## config.mk

```make
export PLATFORM = sky130hd
export DESIGN_NAME = dataflash_slot_command_sequencer_top
export DESIGN_NICKNAME = d
export VERILOG_FILES = /design/src/hw/rtl/dfscs_pkg.sv /design/src/hw/rtl/dfscs_front.sv /design/src/hw/rtl/dfscs_queue.sv /design/src/hw/rtl/dfscs_back.sv /design/src/hw/rtl/dataflash_slot_command_sequencer_top.sv
export SDC_FILE = /design/constraint.sdc
export NUM_CORES = 1
export LEC_CHECK = 0
export BUFFER_PORTS_ARGS = -buffer_cell sky130_fd_sc_hd__buf_2
export CORE_ASPECT_RATIO = 0.8
export CORE_MARGIN = 2
export CORE_UTILIZATION = 45
export DETAILED_ROUTE_END_ITERATION = 16
export GPL_ROUTABILITY_DRIVEN = 0
export MAX_ROUTING_LAYER = met4
export PLACE_DENSITY_LB_ADDON = 0.25
export SYNTH_ARGS = -nofsm -noshare
export SYNTH_HDL_FRONTEND = slang
export SYNTH_SLANG_ARGS = --single-unit
```

## constraint.sdc

```tcl
create_clock -name clock -period 5.2 [get_ports clock]
set_input_delay 1.04 -clock clock [delete_from_list [all_inputs] [get_ports clock]]
set_output_delay 1.04 -clock clock [all_outputs]
set_load 0.01 [all_outputs]
```

## src/hw/rtl/dfscs_pkg.sv

```systemverilog
package dfscs_pkg;

   // Function codes of a request transaction.
   localparam logic [1:0] FUNC_WRITE = 2'd0;
   localparam logic [1:0] FUNC_READ  = 2'd1;
   localparam logic [1:0] FUNC_CLEAR = 2'd2;

   // DataFlash command bytes.
   localparam logic [7:0] CMD_READ       = 8'h03;
   localparam logic [7:0] CMD_MEM_TO_BUF = 8'h53;
   localparam logic [7:0] CMD_BUF_WRITE  = 8'h84;
   localparam logic [7:0] CMD_BUF_TO_MEM = 8'h83;
   localparam logic [7:0] CMD_PAGE_ERASE = 8'h81;

   // Output segments of one job, in the order they are sent.
   // Each code is also the bit position of the segment in a job's flag vector.
   localparam logic [2:0] PH_PRE   = 3'd0;  // commit of the previously open page
   localparam logic [2:0] PH_OPEN  = 3'd1;  // memory-to-buffer frame plus buffer write header
   localparam logic [2:0] PH_DATA  = 3'd2;  // one data byte into the buffer
   localparam logic [2:0] PH_POST  = 3'd3;  // commit of the page just written
   localparam logic [2:0] PH_RHDR  = 3'd4;  // read command and address
   localparam logic [2:0] PH_DUMMY = 3'd5;  // dummy byte that clocks in read data
   localparam logic [2:0] PH_DONE  = 3'd6;  // read beyond the slot end
   localparam logic [2:0] PH_ERASE = 3'd7;  // page erase frames

   localparam int PHASE_COUNT = 8;

   // Upper bound on the erase frames of one clear.
   localparam int MAX_ERASE_FRAMES = 16;

   // Depth of the job queue between front and back.
   localparam int QUEUE_DEPTH = 4;

   typedef struct packed {
      logic [1:0]  func;
      logic [15:0] logical_address;
      logic [7:0]  write_byte;
      logic        transfer_last;
   } req_type;

   typedef struct packed {
      logic [7:0] spi_byte;
      logic       frame_start;
      logic       frame_end;
      logic       capture_read;
      logic       read_done;
      logic       run_last;
   } rsp_type;

   // One classified transaction, handed from front to back.
   typedef struct packed {
      logic [PHASE_COUNT-1:0] flags;      // segments to send
      logic [15:0]            pre_page;   // page address to commit first
      logic [15:0]            page;       // page address of write, or first erase page
      logic [15:0]            last_page;  // last erase page address
      logic [15:0]            addr;       // page offset for writes, flash address for reads
      logic [7:0]             data;
      logic                   data_end;   // frame end on the data or dummy byte
   } job_type;

endpackage

```

## src/hw/rtl/dfscs_front.sv

```systemverilog
module dfscs_front import dfscs_pkg::*; #(
   parameter int PAGE_BYTES       = 256,
   parameter int FIRST_SLOT_BYTES = 4096,
   parameter int SLOT_BYTES       = 1024,
   parameter int SLOT_COUNT       = 8
) (
   input  logic    clock,
   input  logic    reset,
   input  logic    csr_wr_en,
   input  logic [2:0] csr_wr_data,
   input  logic    req_valid,
   output logic    req_ready,
   input  req_type req_payload,
   input  logic    queue_full,
   output logic    push,
   output job_type push_job
);

   localparam logic [15:0] OFF_MASK  = 16'(PAGE_BYTES - 1);
   localparam logic [15:0] PAGE_MASK = ~OFF_MASK;
   localparam logic [16:0] FIRST_SIZE = 17'(FIRST_SLOT_BYTES);
   localparam logic [16:0] OTHER_SIZE = 17'(SLOT_BYTES);

   logic [2:0]  slot_ff, slot_in;
   logic        wfo_ff, wfo_in;
   logic [15:0] open_page_ff, open_page_in;
   logic        rfo_ff, rfo_in;
   logic [15:0] nea_ff, nea_in;

   logic        accept;
   logic [16:0] size;
   logic [15:0] base;
   logic [15:0] fa;
   logic [15:0] fa_page;
   logic [15:0] fa_off;
   logic [15:0] fa_next;
   logic        in_range;
   logic        slot_end;
   logic        off_last;
   logic        cont;
   logic        end_now;
   logic        read_end;
   logic [16:0] slot_top;

   assign req_ready = !queue_full;
   assign accept    = req_valid && req_ready;

   // Slot geometry and flash address of the request.
   always_comb begin
      if ({2'b00, slot_ff} >= 5'(SLOT_COUNT)) begin
         size = '0;
      end else if (slot_ff == 3'd0) begin
         size = FIRST_SIZE;
      end else begin
         size = OTHER_SIZE;
      end
      base     = 16'({13'd0, slot_ff} * 16'(SLOT_BYTES));
      fa       = base + req_payload.logical_address;
      fa_page  = fa & PAGE_MASK;
      fa_off   = fa & OFF_MASK;
      fa_next  = fa + 16'd1;
      in_range = {1'b0, req_payload.logical_address} < size;
      slot_end = in_range && ({1'b0, req_payload.logical_address} == size - 17'd1);
      off_last = fa_off == OFF_MASK;
      slot_top = {1'b0, base} + size - 17'd1;
   end

   // Classification of an accepted transaction into a job.
   always_comb begin
      push_job     = '0;
      push         = 1'b0;
      wfo_in       = wfo_ff;
      open_page_in = open_page_ff;
      rfo_in       = rfo_ff;
      nea_in       = nea_ff;
      cont         = wfo_ff && in_range && (fa == nea_ff);
      end_now      = req_payload.transfer_last || off_last || slot_end;
      read_end     = req_payload.transfer_last || slot_end;
      push_job.pre_page = open_page_ff;
      push_job.data     = req_payload.write_byte;
      if (accept) begin
         unique case (req_payload.func)
            FUNC_WRITE: begin
               if (wfo_ff && !cont) begin
                  push_job.flags[PH_PRE] = 1'b1;
                  push   = 1'b1;
                  wfo_in = 1'b0;
               end
               if (in_range) begin
                  push   = 1'b1;
                  rfo_in = 1'b0;
                  push_job.page = fa_page;
                  push_job.addr = fa_off;
                  push_job.flags[PH_DATA] = 1'b1;
                  push_job.data_end = end_now;
                  if (!cont) begin
                     push_job.flags[PH_OPEN] = 1'b1;
                     open_page_in = fa_page;
                  end
                  if (end_now) begin
                     push_job.flags[PH_POST] = 1'b1;
                     wfo_in = 1'b0;
                  end else begin
                     wfo_in = 1'b1;
                     nea_in = fa_next;
                  end
               end
            end
            FUNC_READ: begin
               push = 1'b1;
               if (!in_range) begin
                  push_job.flags[PH_DONE] = 1'b1;
               end else begin
                  push_job.flags[PH_PRE]   = wfo_ff;
                  push_job.flags[PH_RHDR]  = !(rfo_ff && (fa == nea_ff));
                  push_job.flags[PH_DUMMY] = 1'b1;
                  push_job.addr     = fa;
                  push_job.data_end = read_end;
                  wfo_in = 1'b0;
                  rfo_in = !read_end;
                  nea_in = fa_next;
               end
            end
            FUNC_CLEAR: begin
               wfo_in = 1'b0;
               rfo_in = 1'b0;
               if (size != '0) begin
                  push = 1'b1;
                  push_job.flags[PH_ERASE] = 1'b1;
                  push_job.page      = base & PAGE_MASK;
                  push_job.last_page = slot_top[15:0] & PAGE_MASK;
               end
            end
            default: begin
               push = 1'b0;
            end
         endcase
      end
   end

   // Configuration register.
   always_comb begin
      slot_in = csr_wr_en ? csr_wr_data : slot_ff;
   end

   // Frame tracking state.
   always_ff @(posedge clock) begin
      if (reset) begin
         slot_ff      <= '0;
         wfo_ff       <= 1'b0;
         open_page_ff <= '0;
         rfo_ff       <= 1'b0;
         nea_ff       <= '0;
      end else begin
         slot_ff      <= slot_in;
         wfo_ff       <= wfo_in;
         open_page_ff <= open_page_in;
         rfo_ff       <= rfo_in;
         nea_ff       <= nea_in;
      end
   end

endmodule

```

## src/hw/rtl/dfscs_queue.sv

```systemverilog
module dfscs_queue import dfscs_pkg::*; (
   input  logic    clock,
   input  logic    reset,
   input  logic    push,
   input  job_type push_job,
   output logic    full,
   output logic    head_valid,
   output job_type head_job,
   input  logic    pop
);

   localparam int PTR_W = $clog2(QUEUE_DEPTH);
   localparam int CNT_W = $clog2(QUEUE_DEPTH + 1);

   job_type            entries_ff [QUEUE_DEPTH];
   logic [PTR_W-1:0]   wr_ptr_ff, wr_ptr_in;
   logic [PTR_W-1:0]   rd_ptr_ff, rd_ptr_in;
   logic [CNT_W-1:0]   count_ff, count_in;
   logic               do_push;
   logic               do_pop;

   assign full       = count_ff == CNT_W'(QUEUE_DEPTH);
   assign head_valid = count_ff != '0;
   assign head_job   = entries_ff[rd_ptr_ff];
   assign do_push    = push && !full;
   assign do_pop     = pop && head_valid;

   // Pointer and fill count update.
   always_comb begin
      wr_ptr_in = do_push ? wr_ptr_ff + PTR_W'(1) : wr_ptr_ff;
      rd_ptr_in = do_pop ? rd_ptr_ff + PTR_W'(1) : rd_ptr_ff;
      count_in  = count_ff;
      if (do_push && !do_pop) begin
         count_in = count_ff + CNT_W'(1);
      end else if (do_pop && !do_push) begin
         count_in = count_ff - CNT_W'(1);
      end
   end

   always_ff @(posedge clock) begin
      if (reset) begin
         wr_ptr_ff <= '0;
         rd_ptr_ff <= '0;
         count_ff  <= '0;
      end else begin
         wr_ptr_ff <= wr_ptr_in;
         rd_ptr_ff <= rd_ptr_in;
         count_ff  <= count_in;
      end
   end

   // Entry storage.
   always_ff @(posedge clock) begin
      if (do_push) begin
         entries_ff[wr_ptr_ff] <= push_job;
      end
   end

endmodule

```

## src/hw/rtl/dfscs_back.sv

```systemverilog
module dfscs_back import dfscs_pkg::*; #(
   parameter int PAGE_BYTES = 256
) (
   input  logic    clock,
   input  logic    reset,
   input  logic    head_valid,
   input  job_type head_job,
   output logic    pop,
   output logic    rsp_valid,
   input  logic    rsp_ready,
   output rsp_type rsp_payload
);

   localparam int ECNT_W = $clog2(MAX_ERASE_FRAMES);

   job_type                job_ff, job_in;
   logic [PHASE_COUNT-1:0] remain_ff, remain_in;
   logic [2:0]             idx_ff, idx_in;
   logic [15:0]            erase_addr_ff, erase_addr_in;
   logic [ECNT_W-1:0]      erase_cnt_ff, erase_cnt_in;
   rsp_type                rsp_ff, rsp_in;
   logic                   rsp_valid_ff, rsp_valid_in;

   logic                   busy;
   logic                   adv;
   logic                   load;
   logic [2:0]             cur_phase;
   logic [PHASE_COUNT-1:0] cur_bit;
   logic [PHASE_COUNT-1:0] remain_left;
   logic [2:0]             last_idx;
   logic                   seg_end;
   logic                   erase_final;
   logic                   phase_done;
   logic [7:0]             frame_cmd;
   logic [15:0]            frame_addr;
   logic                   frame_fe;
   rsp_type                byte_out;

   assign busy      = remain_ff != '0;
   assign adv       = busy && (!rsp_valid_ff || rsp_ready);
   assign rsp_valid = rsp_valid_ff;
   assign rsp_payload = rsp_ff;

   // Current segment: lowest pending flag.
   always_comb begin
      cur_phase = PH_PRE;
      for (int i = PHASE_COUNT - 1; i >= 0; i--) begin
         if (remain_ff[i]) begin
            cur_phase = 3'(i);
         end
      end
      cur_bit     = PHASE_COUNT'(1) << cur_phase;
      remain_left = remain_ff & ~cur_bit;
   end

   // Segment length and completion.
   always_comb begin
      unique case (cur_phase) inside
         PH_OPEN:                     last_idx = 3'd7;
         PH_PRE, PH_POST, PH_RHDR,
         PH_ERASE:                    last_idx = 3'd3;
         default:                     last_idx = 3'd0;
      endcase
      seg_end     = idx_ff == last_idx;
      erase_final = (erase_addr_ff == job_ff.last_page) ||
                    (erase_cnt_ff == ECNT_W'(MAX_ERASE_FRAMES - 1));
      phase_done  = seg_end && ((cur_phase != PH_ERASE) || erase_final);
   end

   // Byte generation for the current segment and index.
   always_comb begin
      frame_cmd  = CMD_BUF_TO_MEM;
      frame_addr = job_ff.page;
      frame_fe   = 1'b1;
      unique case (cur_phase)
         PH_PRE: begin
            frame_addr = job_ff.pre_page;
         end
         PH_OPEN: begin
            if (idx_ff[2]) begin
               frame_cmd  = CMD_BUF_WRITE;
               frame_addr = job_ff.addr;
               frame_fe   = 1'b0;
            end else begin
               frame_cmd = CMD_MEM_TO_BUF;
            end
         end
         PH_RHDR: begin
            frame_cmd  = CMD_READ;
            frame_addr = job_ff.addr;
            frame_fe   = 1'b0;
         end
         PH_ERASE: begin
            frame_cmd  = CMD_PAGE_ERASE;
            frame_addr = erase_addr_ff;
         end
         default: begin
            frame_cmd = CMD_BUF_TO_MEM;
         end
      endcase

      byte_out = '0;
      unique case (cur_phase)
         PH_DATA: begin
            byte_out.spi_byte  = job_ff.data;
            byte_out.frame_end = job_ff.data_end;
         end
         PH_DUMMY: begin
            byte_out.capture_read = 1'b1;
            byte_out.frame_end    = job_ff.data_end;
         end
         PH_DONE: begin
            byte_out.read_done = 1'b1;
         end
         default: begin
            // Four-byte frame: command, then a 24-bit address high byte first.
            case (idx_ff[1:0])
               2'd0: begin
                  byte_out.spi_byte    = frame_cmd;
                  byte_out.frame_start = 1'b1;
               end
               2'd1: byte_out.spi_byte = 8'h00;
               2'd2: byte_out.spi_byte = frame_addr[15:8];
               default: begin
                  byte_out.spi_byte  = frame_addr[7:0];
                  byte_out.frame_end = frame_fe;
               end
            endcase
         end
      endcase
      byte_out.run_last = phase_done && (remain_left == '0);
   end

   // Sequencer update and job load.
   always_comb begin
      job_in        = job_ff;
      remain_in     = remain_ff;
      idx_in        = idx_ff;
      erase_addr_in = erase_addr_ff;
      erase_cnt_in  = erase_cnt_ff;
      if (adv) begin
         if (phase_done) begin
            remain_in = remain_left;
            idx_in    = '0;
         end else if (seg_end) begin
            idx_in        = '0;
            erase_addr_in = erase_addr_ff + 16'(PAGE_BYTES);
            erase_cnt_in  = erase_cnt_ff + ECNT_W'(1);
         end else begin
            idx_in = idx_ff + 3'd1;
         end
      end
      load = head_valid && (!busy || (adv && phase_done && (remain_left == '0)));
      if (load) begin
         job_in        = head_job;
         remain_in     = head_job.flags;
         idx_in        = '0;
         erase_addr_in = head_job.page;
         erase_cnt_in  = '0;
      end
      pop = load;
   end

   // Output register.
   always_comb begin
      rsp_in       = adv ? byte_out : rsp_ff;
      rsp_valid_in = adv || (rsp_valid_ff && !rsp_ready);
   end

   always_ff @(posedge clock) begin
      if (reset) begin
         remain_ff    <= '0;
         idx_ff       <= '0;
         erase_cnt_ff <= '0;
         rsp_valid_ff <= 1'b0;
      end else begin
         remain_ff    <= remain_in;
         idx_ff       <= idx_in;
         erase_cnt_ff <= erase_cnt_in;
         rsp_valid_ff <= rsp_valid_in;
      end
   end

   always_ff @(posedge clock) begin
      job_ff        <= job_in;
      erase_addr_ff <= erase_addr_in;
      rsp_ff        <= rsp_in;
   end

endmodule

```

## src/hw/rtl/dataflash_slot_command_sequencer_top.sv

```systemverilog
// Turns host byte requests (write, read, clear of the active slot) into the SPI byte stream for
// a page-buffered DataFlash, one result transaction per SPI byte. The front stage accepts one
// request transaction per cycle while its four-entry job queue has room; the back stage sends
// one byte per cycle while the result channel is not stalled. A request causes one byte for a
// streamed write or read byte, 13 when a write opens and commits a page, four more when a
// write or read first commits another open page, 5 for a read that starts a frame, and four
// per page for a clear (at most 64). The back stage is the rate limit. PAGE_BYTES must be a
// power of two.
module dataflash_slot_command_sequencer_top import dfscs_pkg::*; #(
   parameter int PAGE_BYTES       = 256,
   parameter int FIRST_SLOT_BYTES = 4096,
   parameter int SLOT_BYTES       = 1024,
   parameter int SLOT_COUNT       = 8
) (
   input  logic       clock,
   input  logic       reset,
   input  logic       csr_wr_en,
   input  logic [2:0] csr_wr_data,
   input  logic       req_valid,
   output logic       req_ready,
   input  req_type    req_payload,
   output logic       rsp_valid,
   input  logic       rsp_ready,
   output rsp_type    rsp_payload
);

   logic    queue_full;
   logic    push;
   job_type push_job;
   logic    head_valid;
   job_type head_job;
   logic    pop;

   // Request classification and frame tracking.
   dfscs_front #(
      .PAGE_BYTES      (PAGE_BYTES),
      .FIRST_SLOT_BYTES(FIRST_SLOT_BYTES),
      .SLOT_BYTES      (SLOT_BYTES),
      .SLOT_COUNT      (SLOT_COUNT)
   ) u_front (
      .clock      (clock),
      .reset      (reset),
      .csr_wr_en  (csr_wr_en),
      .csr_wr_data(csr_wr_data),
      .req_valid  (req_valid),
      .req_ready  (req_ready),
      .req_payload(req_payload),
      .queue_full (queue_full),
      .push       (push),
      .push_job   (push_job)
   );

   // Job queue between the two stages.
   dfscs_queue u_queue (
      .clock     (clock),
      .reset     (reset),
      .push      (push),
      .push_job  (push_job),
      .full      (queue_full),
      .head_valid(head_valid),
      .head_job  (head_job),
      .pop       (pop)
   );

   // Byte sequencer with output register.
   dfscs_back #(
      .PAGE_BYTES(PAGE_BYTES)
   ) u_back (
      .clock      (clock),
      .reset      (reset),
      .head_valid (head_valid),
      .head_job   (head_job),
      .pop        (pop),
      .rsp_valid  (rsp_valid),
      .rsp_ready  (rsp_ready),
      .rsp_payload(rsp_payload)
   );

endmodule

```

==> impl_metrics.yaml, run 1 <==
sta:
  rsz0062_at_grt: "false"
  hold_viol_final: 0
  tns_ps: 0
  tightest_slew_ps: 1080
  fin_skew_ps: 12.6
  fin_crit_ps: 4170
  period_share_pct: 80.3
  max_freq_mhz: 240
  slew_headroom_pct: 27.8
  finalSetupViolCount: 0
  drv_slew: 0
  finalWorstSetupSlack_ps: 1030
  holdWs_ps: 485
global_routing:
  track_usage_pct: 18.8
  grt_start_max_net_pins: 60
  grt_overflow_total: 0
  first_global_vias: 8002
  grt_pass1_wl_mm: 46.3
  antenna_found_initial: 0
layout:
  fin_nets: 1096
  diodes: 0
  fillers: 2653
  area_growth_syn_to_layout_pct: 13.7
  utilization_pct: 52.1
  final_area_mm2: 0.0164
  layout-drive-gt1-share_pct: 19.0
  multi_input_area_mm2: 0.00447
  seq_area_mm2: 0.00976
  final_cells: 1469
pwr:
  ir_drop_v: 0.000525
  leakagePower_nw: 5.74
  power_mw: 9.77
  powerDensity_mw_per_mm2: 595
cts:
  numCtsBuffers: 35
  clkTransAtPathRegs_ps: 60
  cts_resized: 0
  clock-root-buffer: "clkbuf_16"
  clk-insertion-delay-late_ps: 510
  cts-htree-levels: 2
  postCtsSetupRepairBufs: 0
  clockBufferDepth: 3
  cts_tree: "done"
  hold_buffers: 0
  cts_sinks: 343
die:
  io_pins: 50
  die_area_mm2: 0.0335
  rows: 58
  die_w_um: 204
  initial_core_util_pct: 45.8
  core_mm2: 0.0315
  dieHeight_um: 164
setup_path:
  cp.arrival_ps: 4600
  cpPeakStageDelay_ps: 410
  crit_type: "reg2reg"
  crit_top_cell: "a21oi_1"
  cp_cell_sequence: "inv_1 -> a21oi_1 -> o21bai_1 -> a21oi_1 -> or2_2 -> ha_1 -> inv_1 -> a2111oi_0 -> o21ai_0 -> a211oi_1 -> a31oi_2 -> nor2_4 -> inv_2 -> ha_1 -> fa_1 -> xnor2_1 -> or3_1 -> a21oi_1"
  critPathRequiredTime_ps: 5630
  endpoint_kind: "register"
  cp-start-kind: "register"
  slowest_stage: "dfxtp_1"
  worstPathMaxFanout: 16
worst_hold_path:
  hold_class: "reg2reg"
logic_synthesis:
  synth-simple-area-share_pct: 7.90
  synth_edf_count: 289
  synth_cell_types: 65
  synth_area_per_cell_um2: 15.3
  yosysSeqAreaShare_pct: 67.6
  synth.cell_area_mm2: 0.0144
  ys.warnings.count: 0
  async_reset_ff_share_pct: 0
  synth_top_area_share_pct: 60.1
  yosys-top-cells-area: "edfxtp_1 (60%), mux4_2 (8.6%), dfxtp_1 (7.5%)"
  synth_top_family_by_area: "multiplexers"
  synth_adder_area_share_pct: 3.23
  synth_xor_area_share_pct: 2.91
  syn_inst: 945
  muxShareOfSynthArea_pct: 10.0
  synth-seq-cells: 343
  yosys.area.top_type: "edfxtp_1"
  synth_compound_area_share_pct: 6.41
  synth_ff_type: "edfxtp_1"
placed_design:
  dp.cells: 1408
  place_hpwl_mm: 20.0
  portBuffers: 49
  pre_cts_slack_ps: 1010
  dpl_cell_area_mm2: 0.0153
route:
  wl_per_cell_um: 20.2
  ant_nets: 0
  vias: 7996
  avgViaCountPerCell: 5.44
  drc: 0
  first_pass_iters: 5
  wl_mm: 29.6
  drt-initial-drc-count: 520
outcome:
  status: "complete, no violations"
job:
  cap_violations: 0
-- cells by family after synthesis --
group	count (synthesis)
AO/OA/AOI/OAI	140
XOR/XNOR	48
adder cells (fa/ha/maj)	36
multiplexers	75
buffers and inverters	68
other	1
AND/OR/NAND/NOR	234
flip-flops	343
-- area by class of cell --
class / count / area share, %
Sequential cell: 343 / 59.5
Multi-Input combinational cell: 549 / 27.2
Clock buffer: 48 / 6.20
Tap cell: 420 / 3.20
Timing Repair Buffer: 62 / 2.32
Inverter: 34 / 0.778
Clock inverter: 13 / 0.747
-- cell usage after synthesis, types with 3 or more instances --
| cell type | number |
|---|---|
| edfxtp_1 | 289 |
| nor2_1 | 68 |
| mux4_2 | 55 |
| dfxtp_1 | 54 |
| nand2_1 | 49 |
| ha_1 | 34 |
| a21oi_1 | 32 |
| inv_1 | 31 |
| o21ai_0 | 30 |
| xor2_1 | 29 |
| and2_1 | 26 |
| nand3_1 | 26 |
| clkbuf_1 | 24 |
| xnor2_1 | 19 |
| a211oi_1 | 18 |
| nor3_1 | 16 |
| mux2i_1 | 12 |
| and3_1 | 11 |
| nor4_1 | 9 |
| o22ai_1 | 9 |
| buf_1 | 7 |
| mux2_2 | 7 |
| a22oi_1 | 6 |
| a221oi_1 | 5 |
| a31oi_1 | 5 |
| nand2b_1 | 5 |
| o31ai_1 | 5 |
| a211o_1 | 4 |
| or2_2 | 4 |
| or3_1 | 4 |
| or4_1 | 4 |
| nand4_1 | 3 |
| nor2b_1 | 3 |
| o221ai_1 | 3 |
-- registers in the layout, summed over array words and instances, names as in the netlist, named ones only --
signal / cells
u_front.slot_ff: 3
u_back.remain_ff: 8
u_front.nea_ff: 16
u_queue.entries_ff: 220
u_back.idx_ff: 3
u_back.erase_addr_ff: 8
u_queue.rd_ptr_ff: 2
u_back.rsp_valid: 1
u_front.open_page_ff: 8
u_front.wfo_ff: 1
u_queue.wr_ptr_ff: 2
u_front.rfo_ff: 1
u_queue.count_ff: 3
u_back.rsp_payload: 13
u_back.job_ff: 48
u_back.erase_cnt_ff: 4
-- cells in the final DEF (no fill, tap or decap), drive strengths merged, types with 3 or more instances in the layout --
cell    instances
a211o           4
a211oi         19
a21boi          3
a21oi          32
a221oi          5
a22oi           6
a31oi           6
and2           27
and3           11
buf            62
clkbuf         48
clkinv         11
conb           16
dfxtp          54
edfxtp        289
ha             34
inv            34
mux2            8
mux2i          12
mux4           55
nand2          49
nand2b          5
nand3          26
nand4           3
nor2           69
nor2b           3
nor3           16
nor4            9
o21ai          31
o221ai          3
o22ai           9
o31ai           5
or2             4
or3             4
or4             5
xnor2          19
xor2           29
-- report_power, final --
| group | leakage, nW | internal, mW | switching (mW) |
|---|---|---|---|
| sequential | 3.23 | 3.71 | 0.350 |
| clock | 0.564 | 1.47 | 0.992 |
| combinational | 1.95 | 1.18 | 2.07 |
| total | 5.74 | 6.36 | 3.41 |
-- metal layers --
layer / up-vias / GRT usage (%) / wire length [um]
met3: 46 / 3.21 / 1720
li1: 3775 / - / -
met2: 205 / 27.1 / 12900
met5: - / - / 0
met4: 0 / 5.17 / 586
met1: 3970 / 27.7 / 14400
-- path summary, 6_finish.rpt --
path                               startpoint                               end  slack [ps]  cells after the start
max reg2reg  u_back.remain_ff[6]$_SDFFE_PP0P_  u_queue.count_ff[2]$_SDFFE_PP0P_        1030                     18
max          u_back.remain_ff[6]$_SDFFE_PP0P_  u_queue.count_ff[2]$_SDFFE_PP0P_        1030                     18
min           u_front.nea_ff[15]$_SDFFE_PP0P_   u_front.nea_ff[15]$_SDFFE_PP0P_         490                      1
min reg2reg   u_front.nea_ff[15]$_SDFFE_PP0P_   u_front.nea_ff[15]$_SDFFE_PP0P_         490                      1
-- worst max-delay path, delay by kind of cell, from the launching register on --
family	cells	cell delay (ps)
xor gates and xnor gates	1	140
buffers and inverters	3	370
DFF	1	410
and+or+nand+nor	3	620
adders and majority gates	3	910
AOI/OAI and AO/OA	8	1660
Power figures use the tool's default switching activity.
==> run 2, diff against run 1 <==
clock period = 3.5 ns   (was 5.2 ns; I/O delays follow)
==> impl_metrics.yaml, run 2 (same netlist as run 1, synthesis figures left out) <==
cts:
  hold_buffers: 0
  numCtsBuffers: 34
  clock-root-buffer: "clkbuf_16"
  clkTransAtPathRegs_ps: 60
  clockBufferDepth: 3
  cts-htree-levels: 2
  cts_tree: "done"
  cts_sinks: 343
  clk-insertion-delay-late_ps: 500
route:
  vias: 8264
  drt-initial-drc-count: 637
  wl_per_cell_um: 19.9
  first_pass_iters: 5
  drc: 0
  ant_nets: 0
  avgViaCountPerCell: 5.48
  wl_mm: 30.0
pwr:
  p_comb_share_pct: 38.4
  power_switching_share_pct: 35.3
  seq_power_share_pct: 39.0
  p_clk_share_pct: 22.6
  leakagePower_nw: 5.90
  p_int_mw: 9.85
  p_sw_mw: 5.36
  powerDensity_mw_per_mm2: 907
  ir_drop_v: 0.000617
layout:
  largest_register_ffs: 220
  fin_nets: 1134
  final_cell_mix: "edfxtp_1 (289), nor2_1 (65), mux4_2 (55)"
  final_cells: 1508
  area_growth_syn_to_layout_pct: 16.3
  largest_registers: "u_queue.entries_ff x220, u_back.job_ff x48, u_front.nea_ff x16"
  regMostFlops: "u_queue.entries_ff"
  layout_commonest_cell: "edfxtp_1"
  layout-drive-gt1-share_pct: 23.3
  utilization_pct: 53.3
  seq_area_mm2: 0.00977
  multi_input_area_mm2: 0.00457
  diodes: 0
  fillers: 2586
setup_path:
  slowest_stage: "or4_1"
  endpoint_kind: "register"
  cp-start-kind: "register"
  r2r_setup_slack_ps: 50
  crit_buf_inv: 2
  cp.arrival_ps: 3870
  crit_type: "reg2reg"
  rr_worst_depth: 13
  r2r_start: "u_back.remain_ff[2]$_SDFFE_PP0P_"
  cpPeakStageDelay_ps: 680
  critPathRequiredTime_ps: 3930
  r2r-end: "u_queue.count_ff[2]$_SDFFE_PP0P_"
  cp_cell_sequence: "or4_1 -> o21ai_4 -> inv_2 -> or4_4 -> a211oi_4 -> a31oi_4 -> nor2_4 -> inv_4 -> ha_4 -> fa_2 -> xnor2_1 -> or3_1 -> a21oi_1"
  worstPathMaxFanout: 5
  path_delay_family: "simple AND/OR/NAND/NOR gates"
placed_design:
  dp.cells: 1444
  portBuffers: 49
  place_hpwl_mm: 20.3
  pre_cts_slack_ps: -1.98
global_routing:
  antenna_found_initial: 1
  track_usage_pct: 19.0
  grt_overflow_total: 0
  first_global_vias: 8198
  grt_pass1_wl_mm: 46.9
  grt_start_max_net_pins: 42
sta:
  drv_slew: 0
  tightest_slew_ps: 858
  slew_headroom_pct: 42.8
  rsz0062_at_grt: "true"
  max_freq_mhz: 290
  fin_crit_ps: 3450
  finalSetupViolCount: 0
  holdWs_ps: 412
  tns_ps: 0
  hold_viol_final: 0
  period_share_pct: 98.4
  fin_skew_ps: 13.1
  finalWorstSetupSlack_ps: 54.5
outcome:
  status: "complete, no violations"
worst_hold_path:
  hold_end: "u_queue.entries_ff[3][2]$_DFFE_PP_"
  worstHoldStart: "req_payload[2]"
  hold_depth: 1
  hold_class: "in2reg"
die:
  io_pins: 50
  initial_core_util_pct: 45.8
  rows: 58
  die_w_um: 204
  dieHeight_um: 164
  core_mm2: 0.0315
  die_area_mm2: 0.0335
job:
  cap_violations: 0
-- run 2: routing by layer --
layer | GRT usage, % | vias up | part of all wire [%]
met2 | 27.6 | 246 | 44
met3 | 2.78 | 49 | 5.9
met4 | 4.74 | 0 | 2.0
met1 | 28.4 | 4105 | 48
met5 | - | - | 0
li1 | - | 3864 | -
-- run 2: power by group through the flow --
stage	clock network [mW]	logic (mW)	registers [mW]
floorplan	0	3.83	5.84
detailed placement	0	5.61	6.01
global route	3.69	6.37	6.01
global placement	0	5.59	6.00
finish	3.45	5.84	5.94
CTS	3.52	5.65	5.93
-- run 2: layout make-up --
| cell class | instances | area share, % |
|---|---|---|
| clock buffers | 44 | 5.54 |
| clock inverters | 17 | 0.753 |
| inverters | 34 | 0.776 |
| multi-input cells | 549 | 27.2 |
| flip-flops and latches | 343 | 58.2 |
| well taps | 420 | 3.13 |
| repair buffers | 101 | 4.31 |
-- run 2: stage by stage --
step / cell area (um^2) / power (mW)
after floorplan: 14600 / 9.68
after global placement: 15700 / 11.6
after detailed placement: 15700 / 11.6
after CTS: 16700 / 15.1
after global routing: 16800 / 16.1
final: 16800 / 15.2
-- run 2: repair_timing --
action                     in CTS  in global routing
setup buffers                   0                  3
pin swaps                       6                 14
setup endpoints to repair       1                 24
resized for setup               2                 10
hold endpoints to repair        0                  0
-- run 2: how the worst max path moves through the flow --
stage	start	endpoint	slack (ps)	cells past startpoint
final	u_back.remain_ff[2]$_SDFFE_PP0P_	u_queue.count_ff[2]$_SDFFE_PP0P_	50	13
after global routing	u_back.remain_ff[6]$_SDFFE_PP0P_	u_queue.count_ff[2]$_SDFFE_PP0P_	-70	18
after CTS	u_back.remain_ff[6]$_SDFFE_PP0P_	u_queue.count_ff[2]$_SDFFE_PP0P_	1	14
after detailed placement	u_back.remain_ff[6]$_SDFFE_PP0P_	u_queue.count_ff[2]$_SDFFE_PP0P_	-2	18
after global placement	u_back.remain_ff[6]$_SDFFE_PP0P_	u_queue.count_ff[2]$_SDFFE_PP0P_	70	18
after floorplan	u_back.remain_ff[2]$_SDFFE_PP0P_	u_queue.count_ff[2]$_SDFFE_PP0P_	-90	15
